$ cat src/hcc_pkg.sv
// hcc_pkg: shared types, constants and codes for the hsv color class counter
// no dependencies; used by every module, the interfaces and the checker

package hcc_pkg;

  localparam int unsigned CH_W = 8;
  localparam int unsigned MAX_FRAME_PIXELS = 131072;
  localparam int unsigned CNT_W = 18;
  localparam int unsigned CNT_LIMIT = (1 << CNT_W) - 1;
  localparam int unsigned CNT_CAP_INT =
      (MAX_FRAME_PIXELS > CNT_LIMIT) ? CNT_LIMIT : MAX_FRAME_PIXELS;
  localparam logic [CNT_W-1:0] CNT_CAP = CNT_W'(CNT_CAP_INT);

  localparam int unsigned DIV_STEPS = CH_W;
  localparam int unsigned STEP_W = $clog2(DIV_STEPS);

  localparam int unsigned HUE_W = 10;
  localparam logic [CH_W-1:0] HUE_OFF_R = 8'd0;
  localparam logic [CH_W-1:0] HUE_OFF_G = 8'd120;
  localparam logic [CH_W-1:0] HUE_OFF_B = 8'd240;
  localparam logic [HUE_W-1:0] HUE_WRAP = 10'd360;

  localparam int unsigned FACTOR_W = 16;
  localparam int unsigned PROD_W = CNT_W + FACTOR_W;

  localparam int unsigned APB_DATA_W = 64;
  localparam int unsigned APB_ADDR_W = 6;
  localparam int unsigned REG_LSB = 3;
  localparam int unsigned REG_IDX_W = APB_ADDR_W - REG_LSB;

  localparam logic [47:0] RED_WIN_RST = 48'd55408109160960;
  localparam logic [31:0] GREEN_WIN_RST = 32'd1684295720;
  localparam logic [31:0] BLUE_WIN_RST = 32'd1684306020;
  localparam logic [31:0] PURPLE_WIN_RST = 32'd1684317555;
  localparam logic [FACTOR_W-1:0] FACTOR_RST = 16'd500;

  typedef enum logic [REG_IDX_W-1:0] {
    REG_RED_WIN    = 3'd0,
    REG_GREEN_WIN  = 3'd1,
    REG_BLUE_WIN   = 3'd2,
    REG_PURPLE_WIN = 3'd3,
    REG_FACTOR     = 3'd4
  } reg_idx_e;

  typedef enum logic [1:0] {
    COL_RED    = 2'd0,
    COL_GREEN  = 2'd1,
    COL_BLUE   = 2'd2,
    COL_PURPLE = 2'd3
  } color_e;

  typedef enum logic [2:0] {
    ST_IDLE,
    ST_PREP,
    ST_SAT,
    ST_LOAD,
    ST_HUE,
    ST_CLASS,
    ST_DECIDE,
    ST_EMIT
  } state_e;

  typedef struct packed {
    logic [47:0]         red_window;
    logic [31:0]         green_window;
    logic [31:0]         blue_window;
    logic [31:0]         purple_window;
    logic [FACTOR_W-1:0] factor;
  } cfg_t;

  typedef struct packed {
    logic capture;
    logic prep;
    logic div_step;
    logic load_hue;
    logic classify;
    logic decide;
    logic emit;
  } cmd_t;

  typedef struct packed {
    logic zero_case;
    logic last_px;
    logic out_full;
  } sts_t;

  typedef struct packed {
    color_e           dom;
    logic [CNT_W-1:0] red;
    logic [CNT_W-1:0] green;
    logic [CNT_W-1:0] blue;
    logic [CNT_W-1:0] purple;
    logic [CNT_W-1:0] pixels;
  } res_t;

endpackage

$ cat src/hcc_if.sv
// hcc_pix_if and hcc_res_if: valid/ready channels for pixels and frame results
// depends on hcc_pkg for field widths

interface hcc_pix_if;
  logic                       valid;
  logic                       ready;
  logic [hcc_pkg::CH_W-1:0]   red_in;
  logic [hcc_pkg::CH_W-1:0]   green_in;
  logic [hcc_pkg::CH_W-1:0]   blue_in;
  logic                       frame_end;

  modport source (output valid, red_in, green_in, blue_in, frame_end, input ready);
  modport sink (input valid, red_in, green_in, blue_in, frame_end, output ready);
endinterface

interface hcc_res_if;
  logic                        valid;
  logic                        ready;
  logic [1:0]                  dominant_color;
  logic [hcc_pkg::CNT_W-1:0]   red_total;
  logic [hcc_pkg::CNT_W-1:0]   green_total;
  logic [hcc_pkg::CNT_W-1:0]   blue_total;
  logic [hcc_pkg::CNT_W-1:0]   purple_total;
  logic [hcc_pkg::CNT_W-1:0]   frame_pixels;

  modport source (output valid, dominant_color, red_total, green_total, blue_total,
                  purple_total, frame_pixels, input ready);
  modport sink (input valid, dominant_color, red_total, green_total, blue_total,
                purple_total, frame_pixels, output ready);
endinterface

$ cat src/hcc_regs.sv
// hcc_regs: apb register file holding the color windows and purple factor
// depends on hcc_pkg

module hcc_regs (
  input  logic                               clk_i,
  input  logic                               rst_ni,
  input  logic                               psel,
  input  logic                               penable,
  input  logic                               pwrite,
  input  logic [hcc_pkg::APB_ADDR_W-1:0]     paddr,
  input  logic [hcc_pkg::APB_DATA_W-1:0]     pwdata,
  output logic [hcc_pkg::APB_DATA_W-1:0]     prdata,
  output logic                               pready,
  output hcc_pkg::cfg_t                      cfg_o
);

  hcc_pkg::cfg_t                     cfg_d, cfg_q;
  logic [hcc_pkg::REG_IDX_W-1:0]     idx;
  logic                              wr_en;

  assign idx    = paddr[hcc_pkg::APB_ADDR_W-1:hcc_pkg::REG_LSB];
  assign wr_en  = psel & penable & pwrite;
  assign pready = 1'b1;
  assign cfg_o  = cfg_q;

  always_comb begin
    cfg_d = cfg_q;
    if (wr_en) begin
      unique case (idx)
        hcc_pkg::REG_RED_WIN:    cfg_d.red_window    = pwdata[47:0];
        hcc_pkg::REG_GREEN_WIN:  cfg_d.green_window  = pwdata[31:0];
        hcc_pkg::REG_BLUE_WIN:   cfg_d.blue_window   = pwdata[31:0];
        hcc_pkg::REG_PURPLE_WIN: cfg_d.purple_window = pwdata[31:0];
        hcc_pkg::REG_FACTOR:     cfg_d.factor        = pwdata[hcc_pkg::FACTOR_W-1:0];
        default:                 cfg_d = cfg_q;
      endcase
    end
  end

  always_comb begin
    unique case (idx)
      hcc_pkg::REG_RED_WIN:    prdata = {16'h0, cfg_q.red_window};
      hcc_pkg::REG_GREEN_WIN:  prdata = {32'h0, cfg_q.green_window};
      hcc_pkg::REG_BLUE_WIN:   prdata = {32'h0, cfg_q.blue_window};
      hcc_pkg::REG_PURPLE_WIN: prdata = {32'h0, cfg_q.purple_window};
      hcc_pkg::REG_FACTOR:     prdata = {48'h0, cfg_q.factor};
      default:                 prdata = '0;
    endcase
  end

  always_ff @(posedge clk_i or negedge rst_ni) begin
    if (!rst_ni) begin
      cfg_q.red_window    <= hcc_pkg::RED_WIN_RST;
      cfg_q.green_window  <= hcc_pkg::GREEN_WIN_RST;
      cfg_q.blue_window   <= hcc_pkg::BLUE_WIN_RST;
      cfg_q.purple_window <= hcc_pkg::PURPLE_WIN_RST;
      cfg_q.factor        <= hcc_pkg::FACTOR_RST;
    end else begin
      cfg_q <= cfg_d;
    end
  end

endmodule

$ cat src/hcc_ctrl.sv
// hcc_ctrl: state machine sequencing capture, the two divisions, counting and result
// depends on hcc_pkg

module hcc_ctrl (
  input  logic           clk_i,
  input  logic           rst_ni,
  input  logic           in_valid_i,
  output logic           in_ready_o,
  input  hcc_pkg::sts_t  sts_i,
  output hcc_pkg::cmd_t  cmd_o
);

  hcc_pkg::state_e                state_d, state_q;
  logic [hcc_pkg::STEP_W-1:0]     step_d, step_q;
  logic                           step_last;

  assign step_last = (step_q == hcc_pkg::STEP_W'(hcc_pkg::DIV_STEPS - 1));

  always_comb begin
    step_d = '0;
    if (state_q == hcc_pkg::ST_SAT || state_q == hcc_pkg::ST_HUE) begin
      step_d = step_q + 1'b1;
    end
  end

  always_comb begin
    state_d = state_q;
    unique case (state_q)
      hcc_pkg::ST_IDLE:   if (in_valid_i) state_d = hcc_pkg::ST_PREP;
      hcc_pkg::ST_PREP:   state_d = sts_i.zero_case ? hcc_pkg::ST_CLASS : hcc_pkg::ST_SAT;
      hcc_pkg::ST_SAT:    if (step_last) state_d = hcc_pkg::ST_LOAD;
      hcc_pkg::ST_LOAD:   state_d = hcc_pkg::ST_HUE;
      hcc_pkg::ST_HUE:    if (step_last) state_d = hcc_pkg::ST_CLASS;
      hcc_pkg::ST_CLASS:  state_d = sts_i.last_px ? hcc_pkg::ST_DECIDE : hcc_pkg::ST_IDLE;
      hcc_pkg::ST_DECIDE: state_d = hcc_pkg::ST_EMIT;
      hcc_pkg::ST_EMIT:   if (!sts_i.out_full) state_d = hcc_pkg::ST_IDLE;
      default:            state_d = hcc_pkg::ST_IDLE;
    endcase
  end

  always_comb begin
    cmd_o      = '0;
    in_ready_o = 1'b0;
    unique case (state_q)
      hcc_pkg::ST_IDLE: begin
        in_ready_o    = 1'b1;
        cmd_o.capture = in_valid_i;
      end
      hcc_pkg::ST_PREP:   cmd_o.prep = 1'b1;
      hcc_pkg::ST_SAT:    cmd_o.div_step = 1'b1;
      hcc_pkg::ST_LOAD:   cmd_o.load_hue = 1'b1;
      hcc_pkg::ST_HUE:    cmd_o.div_step = 1'b1;
      hcc_pkg::ST_CLASS:  cmd_o.classify = 1'b1;
      hcc_pkg::ST_DECIDE: cmd_o.decide = 1'b1;
      hcc_pkg::ST_EMIT:   cmd_o.emit = !sts_i.out_full;
      default:            cmd_o = '0;
    endcase
  end

  always_ff @(posedge clk_i or negedge rst_ni) begin
    if (!rst_ni) begin
      state_q <= hcc_pkg::ST_IDLE;
      step_q  <= '0;
    end else begin
      state_q <= state_d;
      step_q  <= step_d;
    end
  end

endmodule

$ cat src/hcc_datapath.sv
// hcc_datapath: hsv conversion with a shared restoring divider, window match,
// saturating class counters, dominant color pick and the result register; uses hcc_pkg

module hcc_datapath (
  input  logic                        clk_i,
  input  logic                        rst_ni,
  input  hcc_pkg::cfg_t               cfg_i,
  input  hcc_pkg::cmd_t               cmd_i,
  output hcc_pkg::sts_t               sts_o,
  input  logic [hcc_pkg::CH_W-1:0]    red_i,
  input  logic [hcc_pkg::CH_W-1:0]    green_i,
  input  logic [hcc_pkg::CH_W-1:0]    blue_i,
  input  logic                        last_i,
  input  logic                        out_ready_i,
  output logic                        out_valid_o,
  output hcc_pkg::res_t               res_o
);

  localparam int unsigned W = hcc_pkg::CH_W;
  localparam int unsigned CW = hcc_pkg::CNT_W;
  localparam int unsigned HW = hcc_pkg::HUE_W;

  function automatic logic win_hit(input logic [W-1:0] h, input logic [W-1:0] s,
                                   input logic [W-1:0] v, input logic [W-1:0] hmin,
                                   input logic [W-1:0] hmax, input logic [W-1:0] smin,
                                   input logic [W-1:0] vmin);
    return (h >= hmin) && (h <= hmax) && (s >= smin) && (v >= vmin);
  endfunction

  function automatic logic [CW-1:0] sat_inc(input logic [CW-1:0] x);
    return (x >= hcc_pkg::CNT_CAP) ? hcc_pkg::CNT_CAP : x + 1'b1;
  endfunction

  // captured pixel
  logic [W-1:0]  r_q, g_q, b_q;
  logic          last_q;

  // conversion front end
  logic [W-1:0]  mx, mn, dlt, mag;
  logic [W:0]    diff;
  logic [W-1:0]  off;
  logic [2*W-1:0] sat_num;
  logic [13:0]   hue_num;
  logic          zero;

  logic [W-1:0]  v_q, d_q, off_q, sat_q;
  logic [13:0]   hnum_q;
  logic          neg_q, zero_q;

  // divider
  logic [W-1:0]  rem_q, lo_q, div_q, quo_q;
  logic [W:0]    trial, trial_sub;
  logic          ge;

  // classification
  logic [HW-1:0] hsum, hfix;
  logic [W-1:0]  hue, sat;
  logic          hit_red, hit_green, hit_blue, hit_purple;

  // counters and decision
  logic [CW-1:0]                  red_cnt_q, green_cnt_q, blue_cnt_q, purple_cnt_q;
  logic [CW-1:0]                  pix_cnt_q;
  logic [hcc_pkg::PROD_W-1:0]     prod_q;
  hcc_pkg::color_e                dom_tree, dom_q, dom_fin;

  hcc_pkg::res_t                  res_q;
  logic                           out_valid_d, out_valid_q;

  always_comb begin
    mx = (r_q > g_q) ? ((r_q > b_q) ? r_q : b_q) : ((g_q > b_q) ? g_q : b_q);
    mn = (r_q < g_q) ? ((r_q < b_q) ? r_q : b_q) : ((g_q < b_q) ? g_q : b_q);
    dlt = mx - mn;
    zero = (mx == '0) || (dlt == '0);
    if (mx == r_q) begin
      diff = {1'b0, g_q} - {1'b0, b_q};
      off  = hcc_pkg::HUE_OFF_R;
    end else if (mx == g_q) begin
      diff = {1'b0, b_q} - {1'b0, r_q};
      off  = hcc_pkg::HUE_OFF_G;
    end else begin
      diff = {1'b0, r_q} - {1'b0, g_q};
      off  = hcc_pkg::HUE_OFF_B;
    end
    mag     = diff[W] ? W'(-diff) : diff[W-1:0];
    sat_num = {dlt, 8'h00} - {8'h00, dlt};
    hue_num = {mag, 6'b0} - {4'b0, mag, 2'b0};
  end

  // one quotient bit per cycle; dividend is always below 256 times the divisor
  assign trial     = {rem_q, lo_q[W-1]};
  assign ge        = (trial >= {1'b0, div_q});
  assign trial_sub = trial - {1'b0, div_q};

  always_comb begin
    hsum = {2'b0, off_q} + (neg_q ? (~{2'b0, quo_q} + 1'b1) : {2'b0, quo_q});
    hfix = hsum[HW-1] ? hsum + hcc_pkg::HUE_WRAP : hsum;
    hue  = zero_q ? '0 : hfix[W:1];
    sat  = zero_q ? '0 : sat_q;
    hit_red = win_hit(hue, sat, v_q, cfg_i.red_window[7:0], cfg_i.red_window[15:8],
                      cfg_i.red_window[39:32], cfg_i.red_window[47:40]) ||
              win_hit(hue, sat, v_q, cfg_i.red_window[23:16], cfg_i.red_window[31:24],
                      cfg_i.red_window[39:32], cfg_i.red_window[47:40]);
    hit_green = win_hit(hue, sat, v_q, cfg_i.green_window[7:0], cfg_i.green_window[15:8],
                        cfg_i.green_window[23:16], cfg_i.green_window[31:24]);
    hit_blue = win_hit(hue, sat, v_q, cfg_i.blue_window[7:0], cfg_i.blue_window[15:8],
                       cfg_i.blue_window[23:16], cfg_i.blue_window[31:24]);
    hit_purple = win_hit(hue, sat, v_q, cfg_i.purple_window[7:0],
                         cfg_i.purple_window[15:8], cfg_i.purple_window[23:16],
                         cfg_i.purple_window[31:24]);
  end

  always_comb begin
    if (red_cnt_q > blue_cnt_q) begin
      if (red_cnt_q > green_cnt_q) begin
        dom_tree = (red_cnt_q > purple_cnt_q) ? hcc_pkg::COL_RED : hcc_pkg::COL_PURPLE;
      end else begin
        dom_tree = (green_cnt_q > purple_cnt_q) ? hcc_pkg::COL_GREEN : hcc_pkg::COL_PURPLE;
      end
    end else begin
      if (blue_cnt_q > green_cnt_q) begin
        dom_tree = (blue_cnt_q > purple_cnt_q) ? hcc_pkg::COL_BLUE : hcc_pkg::COL_PURPLE;
      end else begin
        dom_tree = (green_cnt_q > purple_cnt_q) ? hcc_pkg::COL_GREEN : hcc_pkg::COL_PURPLE;
      end
    end
    dom_fin = (prod_q > {{hcc_pkg::FACTOR_W{1'b0}}, pix_cnt_q}) ? hcc_pkg::COL_PURPLE
                                                                 : dom_q;
  end

  always_ff @(posedge clk_i) begin
    if (cmd_i.capture) begin
      r_q    <= red_i;
      g_q    <= green_i;
      b_q    <= blue_i;
      last_q <= last_i;
    end
    if (cmd_i.prep) begin
      v_q    <= mx;
      d_q    <= dlt;
      off_q  <= off;
      neg_q  <= diff[W];
      hnum_q <= hue_num;
      zero_q <= zero;
      rem_q  <= sat_num[2*W-1:W];
      lo_q   <= sat_num[W-1:0];
      div_q  <= mx;
    end
    if (cmd_i.div_step) begin
      rem_q <= ge ? trial_sub[W-1:0] : trial[W-1:0];
      lo_q  <= {lo_q[W-2:0], 1'b0};
      quo_q <= {quo_q[W-2:0], ge};
    end
    if (cmd_i.load_hue) begin
      sat_q <= quo_q;
      rem_q <= {2'b0, hnum_q[13:W]};
      lo_q  <= hnum_q[W-1:0];
      div_q <= d_q;
    end
    if (cmd_i.decide) begin
      prod_q <= purple_cnt_q * cfg_i.factor;
      dom_q  <= dom_tree;
    end
    if (cmd_i.emit) begin
      res_q.dom    <= dom_fin;
      res_q.red    <= red_cnt_q;
      res_q.green  <= green_cnt_q;
      res_q.blue   <= blue_cnt_q;
      res_q.purple <= purple_cnt_q;
      res_q.pixels <= pix_cnt_q;
    end
  end

  always_ff @(posedge clk_i or negedge rst_ni) begin
    if (!rst_ni) begin
      red_cnt_q    <= '0;
      green_cnt_q  <= '0;
      blue_cnt_q   <= '0;
      purple_cnt_q <= '0;
      pix_cnt_q    <= '0;
    end else if (cmd_i.emit) begin
      red_cnt_q    <= '0;
      green_cnt_q  <= '0;
      blue_cnt_q   <= '0;
      purple_cnt_q <= '0;
      pix_cnt_q    <= '0;
    end else if (cmd_i.classify) begin
      pix_cnt_q <= sat_inc(pix_cnt_q);
      if (hit_red) begin
        red_cnt_q <= sat_inc(red_cnt_q);
      end else if (hit_green) begin
        green_cnt_q <= sat_inc(green_cnt_q);
      end else if (hit_blue) begin
        blue_cnt_q <= sat_inc(blue_cnt_q);
      end else if (hit_purple) begin
        purple_cnt_q <= sat_inc(purple_cnt_q);
      end
    end
  end

  assign out_valid_d = cmd_i.emit | (out_valid_q & ~out_ready_i);

  always_ff @(posedge clk_i or negedge rst_ni) begin
    if (!rst_ni) begin
      out_valid_q <= 1'b0;
    end else begin
      out_valid_q <= out_valid_d;
    end
  end

  assign sts_o.zero_case = zero;
  assign sts_o.last_px   = last_q;
  assign sts_o.out_full  = out_valid_q & ~out_ready_i;
  assign out_valid_o     = out_valid_q;
  assign res_o           = res_q;

endmodule

$ cat src/hsv_color_class_counter.sv
// hsv_color_class_counter: top level, rgb pixels in, per-frame color class counts out
// one item at a time; colored pixels run through the shared 8-step restoring divider
// for saturation then hue, black or gray pixels skip it; frame-end pixels then go on
// to the dominant color pick, whose result is registered and held until taken
// rst_ni asynchronous active low: counters cleared, windows and factor to defaults
// depends on hcc_pkg, hcc_if, hcc_regs, hcc_ctrl and hcc_datapath

module hsv_color_class_counter (
  input  logic                              clk_i,
  input  logic                              rst_ni,
  hcc_pix_if.sink                           pix_i,
  hcc_res_if.source                         res_o,
  input  logic                              psel,
  input  logic                              penable,
  input  logic                              pwrite,
  input  logic [hcc_pkg::APB_ADDR_W-1:0]    paddr,
  input  logic [hcc_pkg::APB_DATA_W-1:0]    pwdata,
  output logic [hcc_pkg::APB_DATA_W-1:0]    prdata,
  output logic                              pready
);

  hcc_pkg::cfg_t  cfg;
  hcc_pkg::cmd_t  cmd;
  hcc_pkg::sts_t  sts;
  hcc_pkg::res_t  res;
  logic           in_ready;
  logic           out_valid;

  hcc_regs u_regs (
    .clk_i   (clk_i),
    .rst_ni  (rst_ni),
    .psel    (psel),
    .penable (penable),
    .pwrite  (pwrite),
    .paddr   (paddr),
    .pwdata  (pwdata),
    .prdata  (prdata),
    .pready  (pready),
    .cfg_o   (cfg)
  );

  hcc_ctrl u_ctrl (
    .clk_i      (clk_i),
    .rst_ni     (rst_ni),
    .in_valid_i (pix_i.valid),
    .in_ready_o (in_ready),
    .sts_i      (sts),
    .cmd_o      (cmd)
  );

  hcc_datapath u_datapath (
    .clk_i       (clk_i),
    .rst_ni      (rst_ni),
    .cfg_i       (cfg),
    .cmd_i       (cmd),
    .sts_o       (sts),
    .red_i       (pix_i.red_in),
    .green_i     (pix_i.green_in),
    .blue_i      (pix_i.blue_in),
    .last_i      (pix_i.frame_end),
    .out_ready_i (res_o.ready),
    .out_valid_o (out_valid),
    .res_o       (res)
  );

  assign pix_i.ready          = in_ready;
  assign res_o.valid          = out_valid;
  assign res_o.dominant_color = res.dom;
  assign res_o.red_total      = res.red;
  assign res_o.green_total    = res.green;
  assign res_o.blue_total     = res.blue;
  assign res_o.purple_total   = res.purple;
  assign res_o.frame_pixels   = res.pixels;

endmodule

$ cat src/flat_wrapper.sv
// flat-port wrapper written by rule: the top's interface ports become plain ports
module hsv_color_class_counter_flat 
  (clk_i, rst_ni, psel, penable, pwrite, paddr, pwdata, prdata, pready, pix_i_valid, pix_i_red_in, pix_i_green_in, pix_i_blue_in, pix_i_frame_end, pix_i_ready, res_o_valid, res_o_dominant_color, res_o_red_total, res_o_green_total, res_o_blue_total, res_o_purple_total, res_o_frame_pixels, res_o_ready);
  hcc_pix_if pix_i_i ();
  hcc_res_if res_o_i ();
  input  logic clk_i;
  input  logic rst_ni;
  input  logic psel;
  input  logic penable;
  input  logic pwrite;
  input  logic [hcc_pkg::APB_ADDR_W-1:0] paddr;
  input  logic [hcc_pkg::APB_DATA_W-1:0] pwdata;
  output logic [hcc_pkg::APB_DATA_W-1:0] prdata;
  output logic pready;
  input wire logic [$bits(pix_i_i.valid)-1:0] pix_i_valid;
  input wire logic [$bits(pix_i_i.red_in)-1:0] pix_i_red_in;
  input wire logic [$bits(pix_i_i.green_in)-1:0] pix_i_green_in;
  input wire logic [$bits(pix_i_i.blue_in)-1:0] pix_i_blue_in;
  input wire logic [$bits(pix_i_i.frame_end)-1:0] pix_i_frame_end;
  output wire logic [$bits(pix_i_i.ready)-1:0] pix_i_ready;
  output wire logic [$bits(res_o_i.valid)-1:0] res_o_valid;
  output wire logic [$bits(res_o_i.dominant_color)-1:0] res_o_dominant_color;
  output wire logic [$bits(res_o_i.red_total)-1:0] res_o_red_total;
  output wire logic [$bits(res_o_i.green_total)-1:0] res_o_green_total;
  output wire logic [$bits(res_o_i.blue_total)-1:0] res_o_blue_total;
  output wire logic [$bits(res_o_i.purple_total)-1:0] res_o_purple_total;
  output wire logic [$bits(res_o_i.frame_pixels)-1:0] res_o_frame_pixels;
  input wire logic [$bits(res_o_i.ready)-1:0] res_o_ready;
  assign pix_i_i.valid = pix_i_valid;
  assign pix_i_i.red_in = pix_i_red_in;
  assign pix_i_i.green_in = pix_i_green_in;
  assign pix_i_i.blue_in = pix_i_blue_in;
  assign pix_i_i.frame_end = pix_i_frame_end;
  assign pix_i_ready = pix_i_i.ready;
  assign res_o_valid = res_o_i.valid;
  assign res_o_dominant_color = res_o_i.dominant_color;
  assign res_o_red_total = res_o_i.red_total;
  assign res_o_green_total = res_o_i.green_total;
  assign res_o_blue_total = res_o_i.blue_total;
  assign res_o_purple_total = res_o_i.purple_total;
  assign res_o_frame_pixels = res_o_i.frame_pixels;
  assign res_o_i.ready = res_o_ready;
  hsv_color_class_counter u_core (.clk_i(clk_i), .rst_ni(rst_ni), .pix_i(pix_i_i), .res_o(res_o_i), .psel(psel), .penable(penable), .pwrite(pwrite), .paddr(paddr), .pwdata(pwdata), .prdata(prdata), .pready(pready));
endmodule
$ cat config.mk
export PLATFORM = sky130hd
export DESIGN_NAME = hsv_color_class_counter_flat
export DESIGN_NICKNAME = d
export VERILOG_FILES = /design/src/hcc_pkg.sv /design/src/hcc_if.sv /design/src/hcc_regs.sv /design/src/hcc_ctrl.sv /design/src/hcc_datapath.sv /design/src/hsv_color_class_counter.sv /design/src/flat_wrapper.sv
export SDC_FILE = /design/constraint.sdc
export NUM_CORES = 2
export LEC_CHECK = 0
export BUFFER_PORTS_ARGS = -buffer_cell sky130_fd_sc_hd__buf_4
export CORE_MARGIN = 2
export CORE_UTILIZATION = 40
export CTS_BUF_LIST = sky130_fd_sc_hd__clkbuf_8
export DETAILED_ROUTE_END_ITERATION = 7
export PLACE_DENSITY = 0.66
export REMOVE_ABC_BUFFERS = 1
export SYNTH_ARGS = -nofsm -noshare
export SYNTH_HDL_FRONTEND = slang
export SYNTH_HIERARCHICAL = 1
export SYNTH_SLANG_ARGS = --single-unit
$ cat constraint.sdc
create_clock -name clk_i -period 24.4 [get_ports clk_i]
set_input_delay 4.88 -clock clk_i [delete_from_list [all_inputs] [get_ports clk_i]]
set_output_delay 4.88 -clock clk_i [all_outputs]
set_load 0.01 [all_outputs]
==> metrics.md <==
| Metric | Value |
|---|---|
| Status | finished clean |
| Placed Cells | 5283 |
| 1st-iter DRT viols | 1829 |
| Reg2reg start | u_core/u_datapath/quo_q[1] |
| Register-to-Register Path Depth | 26 |
| Top Ports | 261 |
| Global-route usage over all layers | 0.204 |
| Clock-pin slew on the worst setup and hold paths | 60 ps |
| Area contributors post-synth | edfxtp_1, ha_1, dfrtp_1 |
| Req. time, crit path | 19520 ps |
| Final slew viol count | 0 |
| Hold WS | 449 ps |
| Switching part of the total | 0.416 |
| WL per Instance | 19.0 µm |
| Core Region | 98300 µm² |
| Pint | 2.46 mW |
| Root Buffer | clkbuf_8 |
| Pleak | 20.7 nW |
| Cell taking the most area after synthesis | edfxtp_1 |
| NumNets Final | 4847 |
| H-Tree Level Count | 3 |
| Hold path cells | 1 |
| First-pass DRT Iterations | 5 |
| Hold buffers post-CTS | 0 |
| Remaining DRCs | 0 |
| Total power | 4.21 mW |
| FMAX | 0.0828 GHz |
| Critical path data arrival time | 7190 ps |
| R2r endpoint | u_core/u_datapath/purple_cnt_q[10] |
| Sequential Power Share | 0.304 |
| Starting Density | 0.403 |
| Final ANT Viol Nets | 0 |
| Setup CP Type | input port to output pin |
| Skew final | 36.2 ps |
| Utilization after layout | 0.452 |
| HP Start | u_core/u_ctrl/step_q[0] |
| Input/output buffers | 224 |
| Maximum vdd ir drop | 0.0836 mV |
| Die Area | 102000 µm² |
| Post-route cell area | 44400 µm² |
| TNS Setup | 0 ps |
| Hpwl dp | 76.3 mm |
| Site Rows | 115 |
| Post-synth ARST share | 0.532 |
| Die height | 319 µm |
| Die Span X | 319 µm |
| Final min period | 12070 ps |
| GPL Wtd Cong | 0.903 |
| Drt total wl | 103 mm |
| Highest-count cells in the layout ignoring fill and taps | inv_1, ha_1, nand2_1 |
| Hold Path End | u_core/u_ctrl/step_q[0] |
| Netlist cell types | 106 |
| Crit path capture type | output pin |
| Synth Area per Inst | 10.2 µm² |
| Dpl ws | 12350 ps |
| Vias per std cell | 5.33 |
| Pin count of the biggest net entering global routing | 160 |
| Cells after Synth | 3883 |
| Post-synth EDFFs | 224 |
| Max Buffers Root-to-Sink | 3 |
| Synthesized flop and latch total | 483 |
| Synth warn | 6 |
| Fin. Hold Viols | 0 |
| Postcts setup bufs | 0 |
| Initial antenna violation count | 8 |
| Max-cap viol count | 0 |
| GRT Residual Overflow | 0 |
| CTS tree | done |
| # clock sinks | 483 |
| Clk_lat worst skew | 760 ps |
| P_sw | 1.75 mW |
| R2R setup slack | 16660 ps |
| Synth Flop Type | edfxtp_1 |
| Via count | 29000 |
| Hold crit path type | flop to flop |
| Crit share post-route | 0.495 |
| Max FO, Critical Path | 38 |
| Clock share of power | 0.200 |
| RSZ-0062 raised after global routing | no |
| Rel. slew slack | 0.154 |
| Critical Path Start Type | input port |
| P per Cell Area | 94.9 nW/µm² |
| Seq/Total Area, Yosys | 0.335 |
| Synthesis-to-layout area growth | 12.1% |
| Synthesized cell area | 39600 µm² |
| Placed cell areas | 42500 µm² |
| Inserted Clock Buffers | 89 |
| Final setup vio count | 0 |
| Yosys top cell area share | 0.170 |
| Fraction of layout cells with a size suffix above 1 | 0.162 |
| Most common cell after layout, fill and taps aside | inv_1 |
| Worst-Margin Slew | 1260 ps |
| Finished Layout Cells | 5452 |
| First-pass GRT wire length | 164 mm |
| Post-CTS sizing | 0 |
| Gate power share | 0.496 |
| Setup ws final | 12330 ps |
| Vias in the first global route | 29400 |
-- flip-flops by register name, indices dropped and copies added, names as in the netlist, 12 cells and up --
| name | count |
|---|---|
| u_core/u_datapath/res_o | 92 |
| u_core/u_datapath/prod_q | 34 |
| u_core/u_datapath/green_cnt_q | 18 |
| u_core/u_datapath/pix_cnt_q | 18 |
| u_core/u_regs/cfg_o | 160 |
| u_core/u_datapath/red_cnt_q | 18 |
| u_core/u_datapath/blue_cnt_q | 18 |
| u_core/u_datapath/hnum_q | 12 |
| u_core/u_datapath/purple_cnt_q | 18 |
-- power groups by stage --
stage	Sequential (mW)	Combinational [mW]	Clock (mW)
floorplan	1.25	1.52	0
global placement	1.29	2.03	0
detailed placement	1.29	2.07	0
CTS	1.28	2.09	0.869
global route	1.31	2.33	0.903
finish	1.28	2.09	0.844
-- metal layers --
layer	GRT usage	up-vias	wire (µm)
met5	0	-	91
met4	0.0592	12	2710
li1	-	13700	-
met1	0.272	14400	45900
met2	0.340	721	49000
met3	0.0365	194	5670
-- worst max-delay path: stages --
cell,delay (ps)
buf_4,570
nand2b_1,240
nor2_2,860
a221o_1,420
buf_4,170
-- logic make-up after synthesis --
kind of cell | after synthesis | share of synthesized area
AOI/OAI and AO/OA | 649 | 0.111
DFF | 483 | 0.335
xor gates and xnor gates | 153 | 0.0342
muxes | 220 | 0.0660
and+or+nand+nor | 998 | 0.129
other | 2 | 0.000190
buffers and inverters | 718 | 0.0729
adders and majority gates | 660 | 0.252
-- final cells by class --
cell class	instances	area, µm²
Multi-Input combinational cell	2697	23600
Clock buffer	103	1420
Antenna cell	2	5.00
Tap cell	1287	1610
Inverter	563	2110
Timing Repair Buffer	253	1920
Clock inverter	64	498
Sequential cell	483	13300
Fill cell	9304	53900
-- how the worst max path moves through the flow --
stage               cells after the start  slack [ps]                              end         from
floorplan                               5        6840  u_core/u_datapath/red_cnt_q[10]  res_o_ready
global placement                        5       12360                        prdata[7]     paddr[4]
detailed placement                      5       12350                        prdata[7]     paddr[4]
CTS                                     5       12340                        prdata[7]     paddr[4]
global route                            5       12200                        prdata[7]     paddr[4]
finish                                  5       12330                        prdata[7]     paddr[4]
-- cells in the mapped netlist (16+ instances only) --
master and count:
mux4_2 16, buf_2 19, mux2_2 157, a21o_1 121, nor4_1 21, ha_1 430
xnor2_1 92, nor2b_1 57, and2_1 129, o21a_1 29, a211oi_1 18, and3_1 25
mux2i_1 34, a221o_1 20, or3_1 20, nand4_1 59, o21ai_0 111, fa_1 228
nor2_1 171, a31oi_1 18, xor2_1 60, edfxtp_1 224, dfstp_2 60, dfrtp_1 197
nand3_1 62, o2bb2ai_1 17, nand2_1 303, a21oi_1 160, nand2b_1 35, clkbuf_1 96
buf_4 30, nor3_1 50, o31ai_1 16, inv_1 558, o211ai_1 17
Note: power is estimated with default switching activity, not from simulation.
